**src/hdl/sisp_pkg.sv**
```systemverilog
// Shared constants and controller/datapath interface types for the insert position search.
`default_nettype none
package sisp_pkg;

   localparam int DEFAULT_DEPTH  = 1024;
   localparam int VALUE_WIDTH    = 32;
   localparam int POSITION_WIDTH = 11;

   // Request kind codes.
   localparam logic [0:0] KIND_LOAD  = 1'b0;
   localparam logic [0:0] KIND_QUERY = 1'b1;

   // Commands from the controller to the datapath.
   typedef struct packed {
      logic load;     // append the request value to the array
      logic start;    // begin a search over the loaded elements
      logic probe;    // register the midpoint and read that element
      logic step;     // narrow the range with the element just read
      logic publish;  // move the search result into the output register
   } cmd_type;

   // Status from the datapath to the controller.
   typedef struct packed {
      logic range_open;  // left is still below right
      logic hit;         // element read equals the target
   } status_type;

endpackage
`default_nettype wire

```
**src/hdl/sisp_ctrl.sv**
```systemverilog
// Controller: request handshake, search sequencing and the response valid flag.
`default_nettype none
module sisp_ctrl (
   input  wire logic                 clock,
   input  wire logic                 reset,
   input  wire logic                 req_valid,
   output logic                      req_ready,
   input  wire logic                 req_kind,
   output logic                      rsp_valid,
   input  wire logic                 rsp_ready,
   output sisp_pkg::cmd_type         cmd,
   input  wire sisp_pkg::status_type status
);

   typedef enum logic [3:0] {
      ST_IDLE    = 4'b0001,
      ST_PROBE   = 4'b0010,
      ST_COMPARE = 4'b0100,
      ST_REPORT  = 4'b1000
   } state_type;

   state_type state_ff, state_in;
   logic      rsp_valid_ff, rsp_valid_in;

   assign req_ready = (state_ff == ST_IDLE);

   always_comb begin
      state_in     = state_ff;
      cmd          = '0;
      rsp_valid_in = rsp_valid_ff;
      if (rsp_valid_ff && rsp_ready) begin
         rsp_valid_in = 1'b0;
      end
      unique case (state_ff)
         ST_IDLE: begin
            if (req_valid) begin
               unique case (req_kind)
                  sisp_pkg::KIND_LOAD: begin
                     cmd.load = 1'b1;
                  end
                  sisp_pkg::KIND_QUERY: begin
                     cmd.start = 1'b1;
                     state_in  = ST_PROBE;
                  end
               endcase
            end
         end
         ST_PROBE: begin
            if (status.range_open) begin
               cmd.probe = 1'b1;
               state_in  = ST_COMPARE;
            end else begin
               state_in = ST_REPORT;
            end
         end
         ST_COMPARE: begin
            cmd.step = 1'b1;
            state_in = status.hit ? ST_REPORT : ST_PROBE;
         end
         ST_REPORT: begin
            // The result waits here until the output register is free.
            if (!rsp_valid_ff || rsp_ready) begin
               cmd.publish  = 1'b1;
               rsp_valid_in = 1'b1;
               state_in     = ST_IDLE;
            end
         end
         default: begin
            state_in = ST_IDLE;
         end
      endcase
   end

   always_ff @(posedge clock) begin
      if (reset) begin
         state_ff     <= ST_IDLE;
         rsp_valid_ff <= 1'b0;
      end else begin
         state_ff     <= state_in;
         rsp_valid_ff <= rsp_valid_in;
      end
   end

   assign rsp_valid = rsp_valid_ff;

   a_closed_range_reports : assert property (@(posedge clock) disable iff (reset)
      (state_ff == ST_PROBE) && !status.range_open |=> (state_ff == ST_REPORT))
      else $error("closed search range did not lead to a report");

   a_publish_sets_valid : assert property (@(posedge clock) disable iff (reset)
      cmd.publish |=> rsp_valid_ff)
      else $error("published result not presented on the response port");

   a_response_held : assert property (@(posedge clock) disable iff (reset)
      rsp_valid_ff && !rsp_ready |=> rsp_valid_ff)
      else $error("response dropped before it was accepted");

endmodule
`default_nettype wire

```
**config.mk**
```make
export PLATFORM = sky130hd
export DESIGN_NAME = sisp_ctrl
export DESIGN_NICKNAME = d
export VERILOG_FILES = /design/src/hdl/sisp_pkg.sv /design/src/hdl/sisp_ctrl.sv
export SDC_FILE = /design/constraint.sdc
export NUM_CORES = 1
export LEC_CHECK = 0
export BUFFER_PORTS_ARGS = -buffer_cell sky130_fd_sc_hd__buf_2
export CORE_AREA = 2 2 39 41
export CTS_CLUSTER_DIAMETER = 150
export CTS_CLUSTER_SIZE = 40
export DETAILED_ROUTE_END_ITERATION = 8
export DIE_AREA = 0 0 41 43
export PLACE_DENSITY = 0.48
export REMOVE_ABC_BUFFERS = 1
export SYNTH_ARGS = -nofsm -noshare
export SYNTH_HDL_FRONTEND = slang
export SYNTH_SLANG_ARGS = --single-unit
```
**constraint.sdc**
```tcl
create_clock -name clock -period 2.1 [get_ports clock]
set_input_delay 0.315 -clock clock [delete_from_list [all_inputs] [get_ports clock]]
set_output_delay 0.315 -clock clock [all_outputs]
set_load 0.05 [all_outputs]
```
==> metrics.cfg <==
[outcome]
status = finished, final reports clean

[cells_and_area]
num-fill-cells = 158
nNetsFinal = 56
drive_above_1_share_pct = 50.00
fin_area_um2 = 407.9
area_delta_synth_final_pct = 35.27
num_antenna_cells = 0

[flow_run]
max_cap_violations = 0

[sta]
rsz0062_at_grt = no
tns_ns = 0
worst_pin_slew_ns = 0.3453
relSlewSlack_pct = 76.92
hold_ws_ns = 0.2889
hold_violations = 0
fmax_mhz = 516.2
slew_viol_final = 0
skew_ns = 0.0006635
period_share_pct = 92.26
finalSetupViolCount = 0
layout_min_cycle_time_ns = 1.937

[worst_setup_path]
slowest_stage = or4b_4
required_ns = 1.78
worstSetupPathType = flop to output pin
critPathMaxFanout = 8
cp-start-kind = flop
critPathMaxStageDelay_ns = 0.55
arrival_ns = 1.62
crit_family = simple AND/OR/NAND/NOR gates
crit_path_end_kind = output pin
cp_cell_sequence = or4b_4 > and2b_2 > buf_2
path_buf_inv = 1

[logic_synthesis]
synth_top_area_share_pct = 33.20
synth_common_cells = dfxtp_1 (5), a21oi_1 (3), nand2_1 (2), nor2_1 (2), nor4b_1 (2)
ys_seq_area_share_pct = 33.20
synth_top_cell_by_area = dfxtp_1
synth_fa_ha_area_share_pct = 0
synth-simple-area-share_pct = 46.06
synth_edf_count = 0
synthTopCellsByArea = dfxtp_1 (33%), nor4b_1 (5.8%), a21oi_1 (5.0%)
yosys_most_used_dff = dfxtp_1
syn_inst = 32
netlist_area_um2 = 301.5
synth_top_family_by_area = simple AND/OR/NAND/NOR gates
synth_compound_area_share_pct = 9.544
synth_xor_area_share_pct = 2.905
synthArstFlopShare_pct = 0
yosys_warnings = 0
synthMuxAreaShare_pct = 3.320
synth_area_per_cell_um2 = 9.423
synth_cell_types = 23
synth-seq-cells = 5
synth.most_common_cell = dfxtp_1

[floorplanning]
initial_core_util_pct = 21.79
io_pins = 14
dieWidth_um = 41
num_rows = 14
die_h_um = 43
design.die.area_um2 = 1763
core_area_um2 = 1384

[global_routing]
grt_pass1_wl_um = 1021
grt_pass1_vias = 236
antenna_found_initial = 0
grt_max_degree = 10
overflow = 0
grt_use_total_pct = 9.548

[pwr]
design_power_total_mw = 0.2694
p_leak_nw = 0.1999
ir_drop_mv = 0.1964
powerDensity_nw_per_um2 = 660.4

[placed_design]
gp_congestion = 0.6713
portBuffers = 13
placed_area_um2 = 375.4

[clocking]
clock_path_buffers = 2
clk_latency_ns = 0.24
hold_buffers = 0
cts_buffers = 3
root_buffer = clkbuf_4
cts_sinks = 5
cts_tree = yes
clk_pin_slew_worst_paths_ns = 0.04
htree_levels = 1

[routing]
vias = 289
drtIter0Drc = 0
firstDrtPassIters = 1
ant_nets = 0
drc = 0
wl_per_cell_um = 10.38
vias_per_cell = 4.516
wl_um = 664

[hold_path]
hp-class = primary input to flop

## sequential cells by signal (all words and copies together) (netlist names)
| register | flops |
|---|---|
| state_ff | 4 |
| rsp_valid | 1 |
## layer usage
metal	up-vias	wire (um)	global-route usage (%)
li1	148	-	-
met1	131	301	10.97
met2	8	310	10.63
met3	2	43	7.853
met4	0	9	8.000
met5	-	0	0
## where the power goes
| group | switching (mW) | total, mW | internal [mW] |
|---|---|---|---|
| Combinational | 0.0338 | 0.0522 | 0.0184 |
| Clock | 0.0405 | 0.112 | 0.0719 |
| Sequential | 0.00620 | 0.105 | 0.0986 |
| Total | 0.0805 | 0.269 | 0.189 |
## cell usage in the layout, fill, tap and decap left out, types with 2 or more instances in the layout
cell      count
dfxtp_1       5
nand2_1       2
clkbuf_4      3
buf_2        13
a21oi_1       3
nor2_1        2
## repair_timing
| action | in CTS | in global routing |
|---|---|---|
| gates resized for setup | 0 | 1 |
| buffers inserted | 0 | 0 |
| setup endpoints to repair | 0 | 2 |
## layout make-up
| type | count | area, um2 | area share, % |
|---|---|---|---|
| inverters | 1 | 3.754 | 0.9202 |
| clock buffers | 4 | 26.28 | 6.442 |
| well taps | 16 | 20.02 | 4.908 |
| multi-input cells | 25 | 192.7 | 47.24 |
| repair buffers | 13 | 65.06 | 15.95 |
| flip-flops and latches | 5 | 100.1 | 24.54 |
## metrics by stage
stage | utilization [%] | setup WS, ns | cells
after floorplan | - | -1.116 | 31
after global placement | 27.12 | 0.4082 | 60
after detailed placement | 27.12 | 0.3479 | 60
after CTS | 29.02 | 0.07778 | 64
after global routing | 29.48 | 0.09863 | 64
final | 29.48 | 0.1626 | 64
## logic make-up after synthesis
| family | Yosys count |
|---|---|
| multiplexers | 1 |
| XOR/XNOR | 1 |
| buffers and inverters | 2 |
| flip-flops | 5 |
| AO/OA/AOI/OAI | 5 |
| AND/OR/NAND/NOR | 18 |
## worst register-to-register path, delay by kind of cell (launching register included)
kind / cells / cell delay (ns)
simple gates: 2 / 0.80
flops: 1 / 0.37
compound gates: 1 / 0.20
## worst paths after layout
path                                  start     endpoint  slack, ns  cells after the start
worst max-delay path            state_ff[1]       cmd[0]       0.16                      3
worst min-delay path                  reset  state_ff[3]       0.29                      2
worst max register to register  state_ff[1]  state_ff[0]       0.62                      3
worst min register to register    rsp_valid    rsp_valid       0.57                      2
Note: power is estimated with default switching activity, not from simulation.
